### config.mk
export PLATFORM = sky130hd
export DESIGN_NAME = pi_heater_control_with_cutoff
export DESIGN_NICKNAME = d
export VERILOG_FILES = /design/src/pihc_pkg.sv /design/src/pihc_step.sv /design/src/pi_heater_control_with_cutoff.sv
export SDC_FILE = /design/constraint.sdc
export NUM_CORES = 1
export LEC_CHECK = 0
export BUFFER_PORTS_ARGS = -buffer_cell sky130_fd_sc_hd__buf_2
export CAP_MARGIN = 10
export CORE_MARGIN = 3
export CORE_UTILIZATION = 65
export CTS_BUF_LIST = sky130_fd_sc_hd__clkbuf_4
export DETAILED_ROUTE_END_ITERATION = 10
export PLACE_DENSITY = 0.86
export SYNTH_ARGS = -nofsm -noshare
export SYNTH_HDL_FRONTEND = slang
export SYNTH_SLANG_ARGS = --single-unit
### constraint.sdc
create_clock -name clock -period 31.7 [get_ports clock]
set_clock_uncertainty 0.1 [all_clocks]
set_input_delay 3.17 -clock clock [delete_from_list [all_inputs] [get_ports clock]]
set_output_delay 3.17 -clock clock [all_outputs]
set_load 0.02 [all_outputs]
### src/pihc_pkg.sv
// Shared types, constants and a clamp helper for the PI heater controller.
// No dependencies.
package pihc_pkg;

   localparam int DriveWidth = 14;

   localparam logic [7:0] TARGET_RESET   = 8'd0;
   localparam logic [7:0] PGAIN_RESET    = 8'd10;
   localparam logic [7:0] IGAIN_RESET    = 8'd1;
   localparam logic [7:0] CRITICAL_RESET = 8'd120;

   typedef enum logic [1:0] {
      CSR_TARGET   = 2'd0,
      CSR_PGAIN    = 2'd1,
      CSR_IGAIN    = 2'd2,
      CSR_CRITICAL = 2'd3
   } csr_index_type;

   typedef enum logic [1:0] {
      STATUS_OFF   = 2'd0,
      STATUS_ON    = 2'd1,
      STATUS_ERROR = 2'd2
   } status_type;

   typedef struct packed {
      logic [7:0]        target;
      logic signed [7:0] prop_gain;
      logic signed [7:0] int_gain;
      logic [7:0]        critical;
   } cfg_type;

   typedef struct packed {
      logic                         heater;
      logic                         lamp;
      logic                         manual;
      logic                         halted;
      status_type                   status;
      logic signed [DriveWidth-1:0] integral;
      logic signed [DriveWidth-1:0] drive;
   } state_type;

   // limit of +-256 degrees in 1/16 degree units
   localparam logic signed [26:0] CLAMP_POS = 27'sd4096;
   localparam logic signed [26:0] CLAMP_NEG = -27'sd4096;

   function automatic logic signed [DriveWidth-1:0] clamp_wide(input logic signed [26:0] v);
      logic signed [DriveWidth-1:0] r;
      if (v > CLAMP_POS) begin
         r = DriveWidth'(CLAMP_POS);
      end else if (v < CLAMP_NEG) begin
         r = DriveWidth'(CLAMP_NEG);
      end else begin
         r = DriveWidth'(v);
      end
      return r;
   endfunction

endpackage

### src/pihc_step.sv
// One controller step: next state from current state, configuration and item.
// Depends on pihc_pkg.
module pihc_step (
   input  logic                 action,
   input  logic signed [15:0]   raw_temperature,
   input  pihc_pkg::cfg_type    cfg,
   input  pihc_pkg::state_type  cur,
   output pihc_pkg::state_type  nxt
);

   logic signed [16:0] setpoint;
   logic signed [16:0] raw_x;
   logic signed [16:0] err;
   logic signed [17:0] sum;
   logic signed [24:0] prod_p;
   logic signed [25:0] prod_i;
   logic signed [26:0] drive_raw;
   logic signed [13:0] drive_cl;
   logic               over_limit;

   assign setpoint  = $signed({5'b0, cfg.target, 4'b0});
   assign raw_x     = 17'(raw_temperature);
   assign err       = setpoint - raw_x;
   assign sum       = 18'(cur.integral) + 18'(err);
   assign prod_p    = 25'(cfg.prop_gain) * 25'(err);
   assign prod_i    = 26'(cfg.int_gain) * 26'(sum);
   assign drive_raw = 27'(prod_p) + 27'(prod_i);
   assign drive_cl  = pihc_pkg::clamp_wide(drive_raw);

   assign over_limit = raw_x > $signed({5'b0, cfg.critical, 4'b0});

   always_comb begin
      nxt = cur;
      if (action) begin
         // leaving manual mode also resumes halted control
         if (cur.manual) begin
            nxt.manual = 1'b0;
            nxt.halted = 1'b0;
         end else begin
            nxt.manual = 1'b1;
         end
         nxt.heater = ~cur.heater;
         nxt.status = cur.heater ? pihc_pkg::STATUS_OFF : pihc_pkg::STATUS_ON;
         nxt.lamp   = ~cur.lamp;
      end else if (over_limit) begin
         nxt.halted = 1'b1;
         nxt.heater = 1'b0;
         nxt.status = pihc_pkg::STATUS_ERROR;
         nxt.lamp   = 1'b1;
      end else if (!cur.halted && !cur.manual) begin
         nxt.integral = pihc_pkg::clamp_wide(27'(sum));
         nxt.drive    = drive_cl;
         nxt.heater   = drive_cl > 14'sd0;
         nxt.status   = (drive_cl > 14'sd0) ? pihc_pkg::STATUS_ON : pihc_pkg::STATUS_OFF;
      end
   end

endmodule

### src/pi_heater_control_with_cutoff.sv
// PI heater controller with over-temperature cutoff, top level.
// A request waits in the input register; the controller state updates in one
// pass from it when the output is free. Throughput: one item per cycle while
// the output is not stalled; the state register doubles as result register.
// Reset (synchronous, active high) restores register defaults and clears state.
// Depends on pihc_pkg and pihc_step.
module pi_heater_control_with_cutoff (
   input  logic        clock,
   input  logic        reset,
   input  logic        req_tvalid,
   output logic        req_tready,
   input  logic [15:0] req_tdata,   // [15:0] raw_temperature
   input  logic [0:0]  req_tuser,   // [0] action
   output logic        rsp_tvalid,
   input  logic        rsp_tready,
   output logic [23:0] rsp_tdata,   // [0] heater_on, [14:1] drive_value,
                                    // [16:15] heat_status, [17] manual_active,
                                    // [18] warning_lamp, [23:19] zero
   input  logic        csr_we,
   input  logic [1:0]  csr_index,
   input  logic [7:0]  csr_wdata
);

   pihc_pkg::cfg_type   cfg_ff;
   pihc_pkg::state_type st_ff;
   pihc_pkg::state_type st_in;

   logic               in_valid_ff;
   logic               in_valid_in;
   logic               in_action_ff;
   logic signed [15:0] in_raw_ff;
   logic               rsp_valid_ff;
   logic               rsp_valid_in;
   logic               advance;
   logic               req_xfer;

   assign advance    = in_valid_ff && (!rsp_valid_ff || rsp_tready);
   assign req_tready = !in_valid_ff || advance;
   assign req_xfer   = req_tvalid && req_tready;

   assign in_valid_in  = req_xfer ? 1'b1 : (advance ? 1'b0 : in_valid_ff);
   assign rsp_valid_in = advance ? 1'b1 : (rsp_tready ? 1'b0 : rsp_valid_ff);

   pihc_step u_step (
      .action          (in_action_ff),
      .raw_temperature (in_raw_ff),
      .cfg             (cfg_ff),
      .cur             (st_ff),
      .nxt             (st_in)
   );

   always_ff @(posedge clock) begin
      if (reset) begin
         cfg_ff.target    <= pihc_pkg::TARGET_RESET;
         cfg_ff.prop_gain <= pihc_pkg::PGAIN_RESET;
         cfg_ff.int_gain  <= pihc_pkg::IGAIN_RESET;
         cfg_ff.critical  <= pihc_pkg::CRITICAL_RESET;
      end else if (csr_we) begin
         unique case (pihc_pkg::csr_index_type'(csr_index))
            pihc_pkg::CSR_TARGET:   cfg_ff.target    <= csr_wdata;
            pihc_pkg::CSR_PGAIN:    cfg_ff.prop_gain <= csr_wdata;
            pihc_pkg::CSR_IGAIN:    cfg_ff.int_gain  <= csr_wdata;
            pihc_pkg::CSR_CRITICAL: cfg_ff.critical  <= csr_wdata;
            default: ;
         endcase
      end
   end

   always_ff @(posedge clock) begin
      if (reset) begin
         in_valid_ff  <= 1'b0;
         rsp_valid_ff <= 1'b0;
         st_ff        <= '0;
      end else begin
         in_valid_ff  <= in_valid_in;
         rsp_valid_ff <= rsp_valid_in;
         if (advance) begin
            st_ff <= st_in;
         end
      end
   end

   always_ff @(posedge clock) begin
      if (req_xfer) begin
         in_action_ff <= req_tuser[0];
         in_raw_ff    <= req_tdata;
      end
   end

   assign rsp_tvalid = rsp_valid_ff;
   assign rsp_tdata  = {5'b0, st_ff.lamp, st_ff.manual, st_ff.status,
                        st_ff.drive, st_ff.heater};

endmodule

* Yosys cells after proc, flatten, opt, wreduce, memory -nomap -nowiden *
Cells that the tools add are included.

cells by class
  add/sub/neg operators = 3
  multiply operators = 2
  magnitude comparators = 6
  eq/ne operators = 4
  mux-type cells = 19
  bitwise gates (word level) = 4
  reductions and logical operators = 23

operators by type and width
  operator                                                      number
  two-way mux 14 bit                                            4
  two-way mux 30 bit                                            1
  adder 25 x 26 -> 27 bit                                       1
  > comparator 27 x 14 -> 1 bit, second input constant          1
  less-than comparator 27 x 13 -> 1 bit, second input constant  1
  multiplier 8 x 18 -> 26 bit                                   1
  multiplier 8 x 17 -> 25 bit                                   1
  adder 14 x 17 -> 18 bit                                       1
  > comparator 18 x 14 -> 1 bit, second input constant          1
  less-than comparator 18 x 13 -> 1 bit, second input constant  1
  subtractor 13 x 16 -> 17 bit                                  1
  > comparator 16 x 13 -> 1 bit                                 1
  > comparator 14 x 1 -> 1 bit, second input constant           1
  AND reduction 2 bit                                           7
  two-way mux 1 bit                                             11
  nonzero test 2 bit                                            3
  equality test 2 bit, second input constant                    2
  zero test 1 bit                                               4
  two-way mux 2 bit                                             2
  NOT 1 bit                                                     4
  AND reduction 4 bit                                           1
  logical AND 1 bit                                             3
  two-way mux 3 bit                                             1
  AND reduction 3 bit                                           1
  5 further kinds                                               6

word-level totals
  flip-flop bits (word level) = 85
  bits of input ports = 32
  word-level logic and storage cells = 76

* Logic depth before layout (Yosys ltp) *
Gate-level depths: netlist of run 1.

  depth after elaboration = 12
  gate-level depth with buffers = 41

* Cells and area by module *
A second synthesis of run 1 with hierarchy kept.

second synthesis, totals
  cells, all modules = 1851
  area total of the unflattened synthesis = 16041.6 µm²

by module, submodules not included
  module                         instances  cells an instance  area each (µm²)  sequential area each (µm²)
  pihc_step                      1          1507               12588.3          0.0
  pi_heater_control_with_cutoff  1          344                3453.3           1871.8

* Worst setup path before layout of run 1 *
Ideal clock, no wire load.

  path type = register to register
  start point = reg in_raw_ff[0]
  end point = reg st_ff (netlist bit rsp_tdata[5])
  library setup time = 0.084 ns
  arrival = 10.343 ns
  slack = 21.173 ns
  stages on the path, launching flop included = 40
  buffers on the path = 2
  clock period less this slack = 10.527 ns
  cells stage by stage = edfxtp_1 > inv_1 > ha_1 > nor3b_1 > a21o_1 > a21oi_1 > nor2b_1 > o21ai_0 > a21oi_1 > o41a_1 > xnor2_1 > ha_1 > a21o_1 > a21oi_1 > o221ai_1 > a2bb2oi_1 > clkbuf_1 > nor2b_1 > [... 4 more ...] > fa_1 > fa_1 > fa_1 > inv_1 > fa_1 > inv_1 > ha_1 > buf_2 > nand2_1 > nor3_1 > nand2_1 > a2111o_1 > a2111o_1 > a211o_1 > or4_4 > nand3b_4 > mux2_4 > o31ai_2

between the ends
  word-level cells in the longest chain between the ends = 7
  elaborated cells between the ends (all ways) = 12
  classes of those cells = add/sub: 3; mul: 2; order compare: 3; mux: 2; bitwise: 1; reduce/logical: 1

ends and longest elaborated chain
  what                                   line                                 text
  start, declared                        pi_heater_control_with_cutoff.sv:31  logic signed [15:0] in_raw_ff;
  start signal, assigned                 pi_heater_control_with_cutoff.sv:86  in_raw_ff <= req_tdata;
  subtractor 13 x 16 -> 17 bit           pihc_step.sv:23                      assign err = setpoint - raw_x;
  adder 14 x 17 -> 18 bit                pihc_step.sv:24                      assign sum = 18'(cur.integral) + 18'(err);
  multiplier 8 x 18 -> 26 bit            pihc_step.sv:26                      assign prod_i = 26'(cfg.int_gain) * 26'(sum);
  adder 25 x 26 -> 27 bit                pihc_step.sv:27                      assign drive_raw = 27'(prod_p) + 27'(prod_i);
  less-than comparator 27 x 13 -> 1 bit  pihc_pkg.sv:50                       end else if (v < CLAMP_NEG) begin
  two-way mux 14 bit                     pihc_pkg.sv:50
  two-way mux 14 bit                     pihc_pkg.sv:48                       if (v > CLAMP_POS) begin
  end signal, assigned                   pi_heater_control_with_cutoff.sv:78  st_ff <= st_in;
  end, declared                          pi_heater_control_with_cutoff.sv:25  pihc_pkg::state_type st_ff;

Parallel ways exist; a longest one is shown, timed or not.
A chain may end at the register's enable or synchronous reset.

* Worst setup path after layout of run 1 *
  start point = reg in_raw_ff[0]
  end point = reg st_ff (netlist bit rsp_tdata[2])

The elaborated chain is that of the path after synthesis.

==> results of run 1 <==
==> final cells by class <==
type / instances / area [um2] / area share [%]
clock buffer: 9 / 67.6 / 0.419
clock inverter: 7 / 81.3 / 0.504
inverter: 351 / 1320 / 8.16
multi-input combinational: 1248 / 12000 / 74.5
sequential: 85 / 1870 / 11.6
tap: 319 / 399 / 2.47
timing repair buffer: 67 / 373 / 2.31
==> sequential cells by signal (all words and copies together) (netlist names) <==
signal        flops
cfg_ff           32
in_action_ff      1
in_raw_ff        16
in_valid_ff       1
rsp_tdata        19
rsp_tvalid        1
st_ff            15
==> cells by family after synthesis <==
logic type,Yosys count
and+or+nand+nor,523
xor gates and xnor gates,60
DFF,85
adders and majority gates,386
buffers and inverters,435
other,1
muxes,22
AOI/OAI and AO/OA,252
==> report_power, final <==
part	internal, W	leakage, nW	switching (W)	total [W]
sequential	0.000114	0.718	0.00000620	0.000120
combinational	0.000475	7.15	0.000786	0.00126
clock	0.0000194	0.0809	0.0000513	0.0000706
total	0.000609	7.95	0.000843	0.00145
==> worst max-delay path, delay by kind of cell (launching register included) <==
kind,cells,cell delay [ps]
compound gates,13,4000
fa+ha+maj,9,3940
simple gates,8,1860
xor+xnor,1,620
flops,1,540
buf+inv,5,460
mux,1,370
==> path summary, 6_finish.rpt <==
| kind | end | cells past startpoint |
|---|---|---|
| max reg2reg | rsp_tdata[2] | 37 |
| min | cfg_ff[1] | 2 |
| max | rsp_tdata[2] | 37 |
| min reg2reg | cfg_ff[1] | 2 |
==> layout by cell type, fill, tap and decap left out, drive strengths merged, types with 5 or more instances in the layout <==
cell type,instances
a2111oi,6
a211oi,6
a21o,24
a21oi,67
a22o,22
a31oi,6
and2,104
and3,10
buf,67
clkbuf,9
conb,5
dfxtp,68
edfxtp,17
fa,272
ha,114
inv,355
mux2i,20
nand2,190
nand2b,22
nand3,24
nand4,6
nor2,88
nor2b,22
nor3,19
nor4,6
o2111ai,8
o211ai,7
o21a,9
o21ai,41
o21bai,8
o31ai,8
or2,5
or3,6
or4,5
xnor2,47
xor2,13
==> per-stage QoR <==
step / worst slack (ps) / cell area, um2 / hold WS (ps)
after global placement: 20320 / 16000 / 344
after detailed placement: 19900 / 16000 / 348
after floorplan: 21170 / 15600 / 336
after global routing: 18870 / 16100 / 394
final: 19710 / 16100 / 375
after CTS: 19820 / 16100 / 371
==> layer usage <==
metal  up-vias  share of wire (%)  GRT usage [%]
met5         -                  0              0
met4         0                4.0           12.4
met3       130                8.6           6.54
met2       577                 47           53.3
met1      6136                 41           44.8
li1       5550                  -              -
==> reports/results.ini, run 1 <==
[outcome]
status = complete, no violations

[critical_path]
cp.arrival_ps = 12360
worstPathMaxFanout = 11
crit_start = in_raw_ff[0]
cp.required_ps = 32070
r2r_setup_slack_ps = 19710
critical_path_class = flop to flop
cpPeakStageDelay_ps = 710
cp_common_cell = fa_1
regToRegStartpoint = in_raw_ff[0]
cpMaxStageDelayCell = a2bb2oi_1
crit_path_start_kind = flop
endpoint_kind = flop

[layout]
syn_to_final_growth_pct = 3.27
finish.utilization_pct = 68.6
fin_cells = 2086
nets = 2180
fill_cells = 1862
drive_above_1_share_pct = 6.06
antenna_cells = 0

[synth]
postSynthCellCount = 1764
yosysTopAreaCell = fa_1
synth_simple_gate_area_share_pct = 16.7
syn-cell-area_um2 = 15600
yosys-top-cells-count = 350 x inv_1, 272 x fa_1, 190 x nand2_1, 114 x ha_1, 104 x and2_1
ys_top_cells_by_area = fa_1 35%, ha_1 9.1%, dfxtp_1 8.7%
synth_seq_area_share_pct = 12.0
synth_ff_type = dfxtp_1
ys_warn_count = 0
synth_edf_count = 17
synth.area.mux_share_pct = 1.53
yosys.area_share.adder_pct = 44.0
synth_seq_cells = 85
synth_area_per_cell_um2 = 8.86
synth-async-reset-ratio_pct = 0
synth_top_family_by_area = adder cells
synth_compound_area_share_pct = 11.2
synth_xor_area_share_pct = 3.41
yosysMostFrequentCell = inv_1
synth_top_area_share_pct = 34.8
ys_types = 83

[die]
die_area_um2 = 25900
core_um2 = 23500
fp.dieW_um = 161
io_pins = 58
initial_core_util_pct = 66.4
rows = 56
die_y_um = 161

[clock_network]
htree_levels = 3
clk_latency_ps = 510
clock-sinks = 85
path_clk_slew_ps = 190
cts_resized = 0
clockBufferDepth = 2
cts_hold_buffers = 0
clock-root-buffer = clkbuf_4
post_cts_buffers = 0
cts_tree = yes
cts_buffers = 9

[power]
p_leak_nw = 7.95
power.density_nw_per_um2 = 90.0
peakVddDrop_mv = 0.106
p_total_w = 0.00145

[route]
route.detailed.drc = 0
viasPerCell = 5.94
drtAntennaViolNets = 0
drt_wl_total_mm = 41.0
drt_first_pass_iters = 6
wl_per_cell_um = 19.6
dr_total_vias = 12400
drtIter0Drc = 1267

[sta]
tightestPinTransition_ps = 1020
maxSlewViolCount = 0
finalSetupTns_ps = 0
hold_viol = 0
maxSlewHeadroom_pct = 31.9
rsz0062_at_grt = false
min_period_ps = 11990
fin_crit_sh_pct = 37.8
finalSetupViolCount = 0
max_freq_mhz = 83.4

[place]
dp.cells = 2070
place_hpwl_mm = 34.0
globalplace.congestion = 0.994
io_buffers = 52

[global_routing]
antenna_found_initial = 0
grt_overflow = 0
first_global_vias = 13000
grt_max_degree = 40
gr-usage-all-layers_pct = 33.1
grt_pass1_wl_mm = 68.0

[worst_hold_path]
hp-class = flop to flop
worstHoldStart = cfg_ff[1]

[run]
maxCapViolations = 0

(Power assumes the default switching activity.)
==> run 2: changes to the inputs <==
- CORE_UTILIZATION: 65 -> 60
- PLACE_DENSITY: 0.86 -> 0.84
- clock period: 31.7 -> 10.6 ns (I/O delays scaled with it)
==> reports/results.ini, run 2 (synthesis results as in run 1) <==
[outcome]
status = complete, no violations

[route]
route.detailed.drc = 0
wl_per_cell_um = 19.6
dr_total_vias = 12600
drt_first_pass_iters = 5
drtIter0Drc = 1097
drt_wl_total_mm = 41.7
drtAntennaViolNets = 0
viasPerCell = 5.89

[die]
fp.dieW_um = 167
initial_core_util_pct = 61.5
rows = 58
io_pins = 58
die_y_um = 167
die_area_um2 = 28000
core_um2 = 25400

[clock_network]
cts_tree = yes
clockBufferDepth = 2
clk_latency_ps = 510
path_clk_slew_ps = 180
cts_buffers = 9
clock-root-buffer = clkbuf_4
clock-sinks = 85
cts_hold_buffers = 0
htree_levels = 3

[global_routing]
grt_overflow = 0
grt_max_degree = 40
antenna_found_initial = 0
grt_pass1_wl_mm = 68.7
first_global_vias = 13100
gr-usage-all-layers_pct = 30.5

[critical_path]
rr_worst_depth = 38
cp_common_cell = fa_1
cp.required_ps = 10940
endpoint_kind = flop
cpPeakStageDelay_ps = 560
crit_path_start_kind = flop
worstPathMaxFanout = 10
cpMaxStageDelayCell = fa_1
cp.arrival_ps = 10670
critical_path_class = flop to flop

[sta]
tightestPinTransition_ps = 1030
maxSlewViolCount = 0
fin_hold_ws_ps = 375
hold_viol = 0
max_freq_mhz = 96.8
min_period_ps = 10330
maxSlewHeadroom_pct = 30.6
finalSetupViolCount = 0
finalSetupTns_ps = 0
fin_crit_sh_pct = 97.5

[place]
globalplace.congestion = 1.04
io_buffers = 52
place_hpwl_mm = 34.6

[layout]
largest_register = cfg_ff
finish.utilization_pct = 66.2
nets = 2218
multiInputGateArea_um2 = 12400
antenna_cells = 0
seqCellArea_um2 = 1870
drive_above_1_share_pct = 11.1
largest_register_ffs = 32
syn_to_final_growth_pct = 7.59
final_cell_mix = 350 x inv_1, 270 x fa_1, 189 x nand2_1
layout.cells.most_common = inv_1
fill_cells = 1981

[power]
peakVddDrop_mv = 0.220
p_leak_nw = 8.20
p_total_w = 0.00454
power.density_nw_per_um2 = 270

[run]
maxCapViolations = 0

[worst_hold_path]
hp-class = flop to flop
whs_path_depth = 2

run 2: cell count changes in the layout (fill, tap and decap cells not counted), sizes merged:
| cell | change |
|---|---|
| clkinv | +1 |
| inv | -1 |
| buf | +38 |
run 2: cell type report:
cell class | instances | share of cell area [%]
multi-input combinational | 1248 | 73.7
clock inverter | 7 | 0.513
sequential | 85 | 11.1
tap | 330 | 2.46
timing repair buffer | 105 | 3.99
inverter | 351 | 7.84
clock buffer | 9 | 0.402
run 2: critical path, delay by kind of cell (launching register included):
kind	cells	cell delay, ps
buf+inv	5	500
flops	1	420
fa+ha+maj	9	4040
mux	1	200
xor+xnor	2	450
compound gates	13	3040
simple gates	8	1540
run 2: power by group:
part,internal [W],switching [W],total (W)
registers,0.000342,0.0000205,0.000362
clock network,0.0000582,0.000149,0.000207
logic,0.00158,0.00239,0.00397
total,0.00198,0.00256,0.00454
run 2: worst paths after layout:
check	startpoint	endpoint	slack, ps
worst min-delay path	cfg_ff[1]	cfg_ff[1]	370
worst max register to register	in_raw_ff[0]	rsp_tdata[12]	270
worst max-delay path	in_raw_ff[0]	rsp_tdata[12]	270
worst min register to register	cfg_ff[1]	cfg_ff[1]	370
run 2: per-stage QoR:
stage | setup WS (ps) | instances | cell area (um2)
finish | 269 | 2135 | 16800
global route | -74.9 | 2135 | 16800
global placement | -128 | 2106 | 16200
CTS | 1.35 | 2123 | 16400
floorplan | 72.8 | 1768 | 15600
detailed placement | -366 | 2106 | 16200
run 2: repair_timing:
action | in CTS | in global routing
gates resized for setup | 5 | 70
setup endpoints to repair | 13 | 16
pin swaps | 0 | 14
buffers inserted | 1 | 12
run 2: routing by layer:
layer  GRT usage (%)  wire, um
met1            42.7     17300
met2            49.3     19600
met3            5.12      3470
met4            9.14      1330
met5               0         0
==> run 3: changes to the inputs <==
- SYNTH_HIERARCHICAL: not set -> 1
==> reports/results.ini, run 3 <==
[synth]
ys_top_cells_by_area = fa_1 34%, ha_1 8.9%, dfxtp_1 8.5%
synth_seq_area_share_pct = 11.7
syn-cell-area_um2 = 16000
postSynthCellCount = 1851
yosysTopAreaCell = fa_1
synth_ff_type = dfxtp_1
synth_seq_cells = 85
yosys-top-cells-count = 355 x inv_1, 272 x fa_1, 237 x nand2_1, 114 x ha_1, 113 x and2_1
synth_top_area_share_pct = 33.9
synth_edf_count = 17
synth_area_per_cell_um2 = 8.67
ys_warn_count = 6
ys_types = 70
synth-async-reset-ratio_pct = 0
yosysMostFrequentCell = inv_1

[layout]
largest_register = cfg_ff
final_cell_mix = 354 x inv_1, 272 x fa_1, 237 x nand2_1
fill_cells = 2152
layout.cells.most_common = inv_1
drive_above_1_share_pct = 9.22
largest_register_ffs = 32
nets = 2300
final_cell_area_um2 = 17000
syn_to_final_growth_pct = 5.77

[power]
p_leak_nw = 8.17
intPower_w = 0.00182
p_total_w = 0.00407
swShare_pct = 55.2
power.share.clock_pct = 5.3
p_comb_share_pct = 85.9
power_switching_w = 0.00225
peakVddDrop_mv = 0.311
power.density_nw_per_um2 = 240
seqPwrFrac_pct = 8.8

[place]
globalplace.congestion = 0.992
place_hpwl_mm = 32.1
io_buffers = 52
place_area_um2 = 16600

[critical_path]
cp-endpoint = rsp_tdata[12]
crit_path_start_kind = flop
crit_start = in_raw_ff[4]
cp.arrival_ps = 10610
rr_worst_depth = 38
cp.required_ps = 10930
critical_path_class = flop to flop
r2r_setup_slack_ps = 320
cpMaxStageDelayCell = or4b_1
cpPeakStageDelay_ps = 580
endpoint_kind = flop
worstPathMaxFanout = 8
cp_common_cell = fa_1
r2r_end = rsp_tdata[12]
regToRegStartpoint = in_raw_ff[4]

[worst_hold_path]
hp-class = flop to flop

[sta]
min_period_ps = 10280
maxSlewHeadroom_pct = 19.5
max_freq_mhz = 97.3
fin_crit_sh_pct = 97.0
finalSetupViolCount = 0
maxSlewViolCount = 0
tightestPinTransition_ps = 1200
finalSetupTns_ps = 0
hold_viol = 0

[route]
drtIter0Drc = 1005
dr_total_vias = 12900
route.detailed.drc = 0
wl_per_cell_um = 18.4
viasPerCell = 5.79
drt_wl_total_mm = 40.9
drt_first_pass_iters = 5
drtAntennaViolNets = 0

[clock_network]
clock-root-buffer = clkbuf_4
htree_levels = 3
cts_tree = yes
cts_buffers = 9
cts_hold_buffers = 0
path_clk_slew_ps = 190
clockBufferDepth = 2
clock-sinks = 85
clk_latency_ps = 530

[global_routing]
gr-usage-all-layers_pct = 29.3
grt_overflow = 0
first_global_vias = 13600
antenna_found_initial = 1
grt_pass1_wl_mm = 67.4
grt_max_degree = 109

[die]
die_y_um = 170
rows = 59
die_area_um2 = 28700
core_um2 = 26100
initial_core_util_pct = 61.4
io_pins = 58
fp.dieW_um = 170

[run]
maxCapViolations = 0

[outcome]
status = complete, no violations

==> run 3: logic make-up after synthesis <==
kind of cell               Yosys count  synth area share, %
and+or+nand+nor                    612                 19.1
buffers and inverters              446                 11.3
adders and majority gates          386                 42.8
AOI/OAI and AO/OA                  217                 9.03
DFF                                 85                 11.7
xor gates and xnor gates            64                 3.49
muxes                               40                 2.51
other                                1               0.0234
==> run 3: final cells by class <==
cell class | count | area (um2) | share of cell area [%]
well taps | 335 | 419 | 2.47
clock inverters | 7 | 71.3 | 0.420
diodes | 1 | 2.50 | 0.0147
inverters | 356 | 1340 | 7.88
repair buffers | 105 | 658 | 3.88
flip-flops and latches | 85 | 1870 | 11.0
multi-input cells | 1325 | 12500 | 73.9
clock buffers | 9 | 67.6 | 0.398
==> run 3: power by group through the flow <==
| stage | Clock, W | Sequential, W | Combinational, W |
|---|---|---|---|
| detailed placement | 0 | 0.000366 | 0.00328 |
| CTS | 0.000220 | 0.000359 | 0.00330 |
| finish | 0.000216 | 0.000360 | 0.00350 |
| global route | 0.000230 | 0.000361 | 0.00389 |
| global placement | 0 | 0.000365 | 0.00320 |
| floorplan | 0 | 0.000357 | 0.00246 |
==> run 3: per-stage QoR <==
step                      setup slack, ps  instances  hold slack, ps  util [%]
after detailed placement            -67.5       2202             351      63.7
after global placement                122       2202             344      63.7
after floorplan                      18.4       1855             335         -
after CTS                            72.7       2218             373      64.3
final                                 321       2223             369      64.9
after global routing                 -154       2223             403      64.9
==> run 3: worst min path at each step <==
| stage | endpoint | cells after the start | slack, ps | startpoint |
|---|---|---|---|---|
| floorplan | cfg_ff[20] | 2 | 340 | cfg_ff[20] |
| global placement | cfg_ff[7] | 2 | 340 | cfg_ff[7] |
| detailed placement | cfg_ff[1] | 2 | 350 | cfg_ff[1] |
| CTS | cfg_ff[1] | 2 | 370 | cfg_ff[1] |
| global route | cfg_ff[2] | 2 | 400 | cfg_ff[2] |
| finish | cfg_ff[1] | 2 | 370 | cfg_ff[1] |
==> run 3: worst max-delay path, delay by kind of cell (launching register included) <==
kind / cells / cell delay (ps)
xor+xnor: 3 / 580
buf+inv: 5 / 490
compound gates: 12 / 2790
flops: 1 / 410
fa+ha+maj: 9 / 4080
mux: 2 / 450
simple gates: 7 / 1320
==> run 3: metal layers <==
layer / routed length [um] / part of all wire (%) / global-route usage [%]
met5: 0 / 0 / 0
met4: 2280 / 5.6 / 15.3
met3: 2730 / 6.7 / 3.49
met2: 20100 / 49 / 50.0
met1: 15800 / 39 / 36.9
==> run 3: timing repair <==
action	4_1_cts	5_1_grt
setup buffers	0	3
gates cloned	0	1
setup endpoints to repair	13	16
pin swaps	0	7
resized for setup	2	32
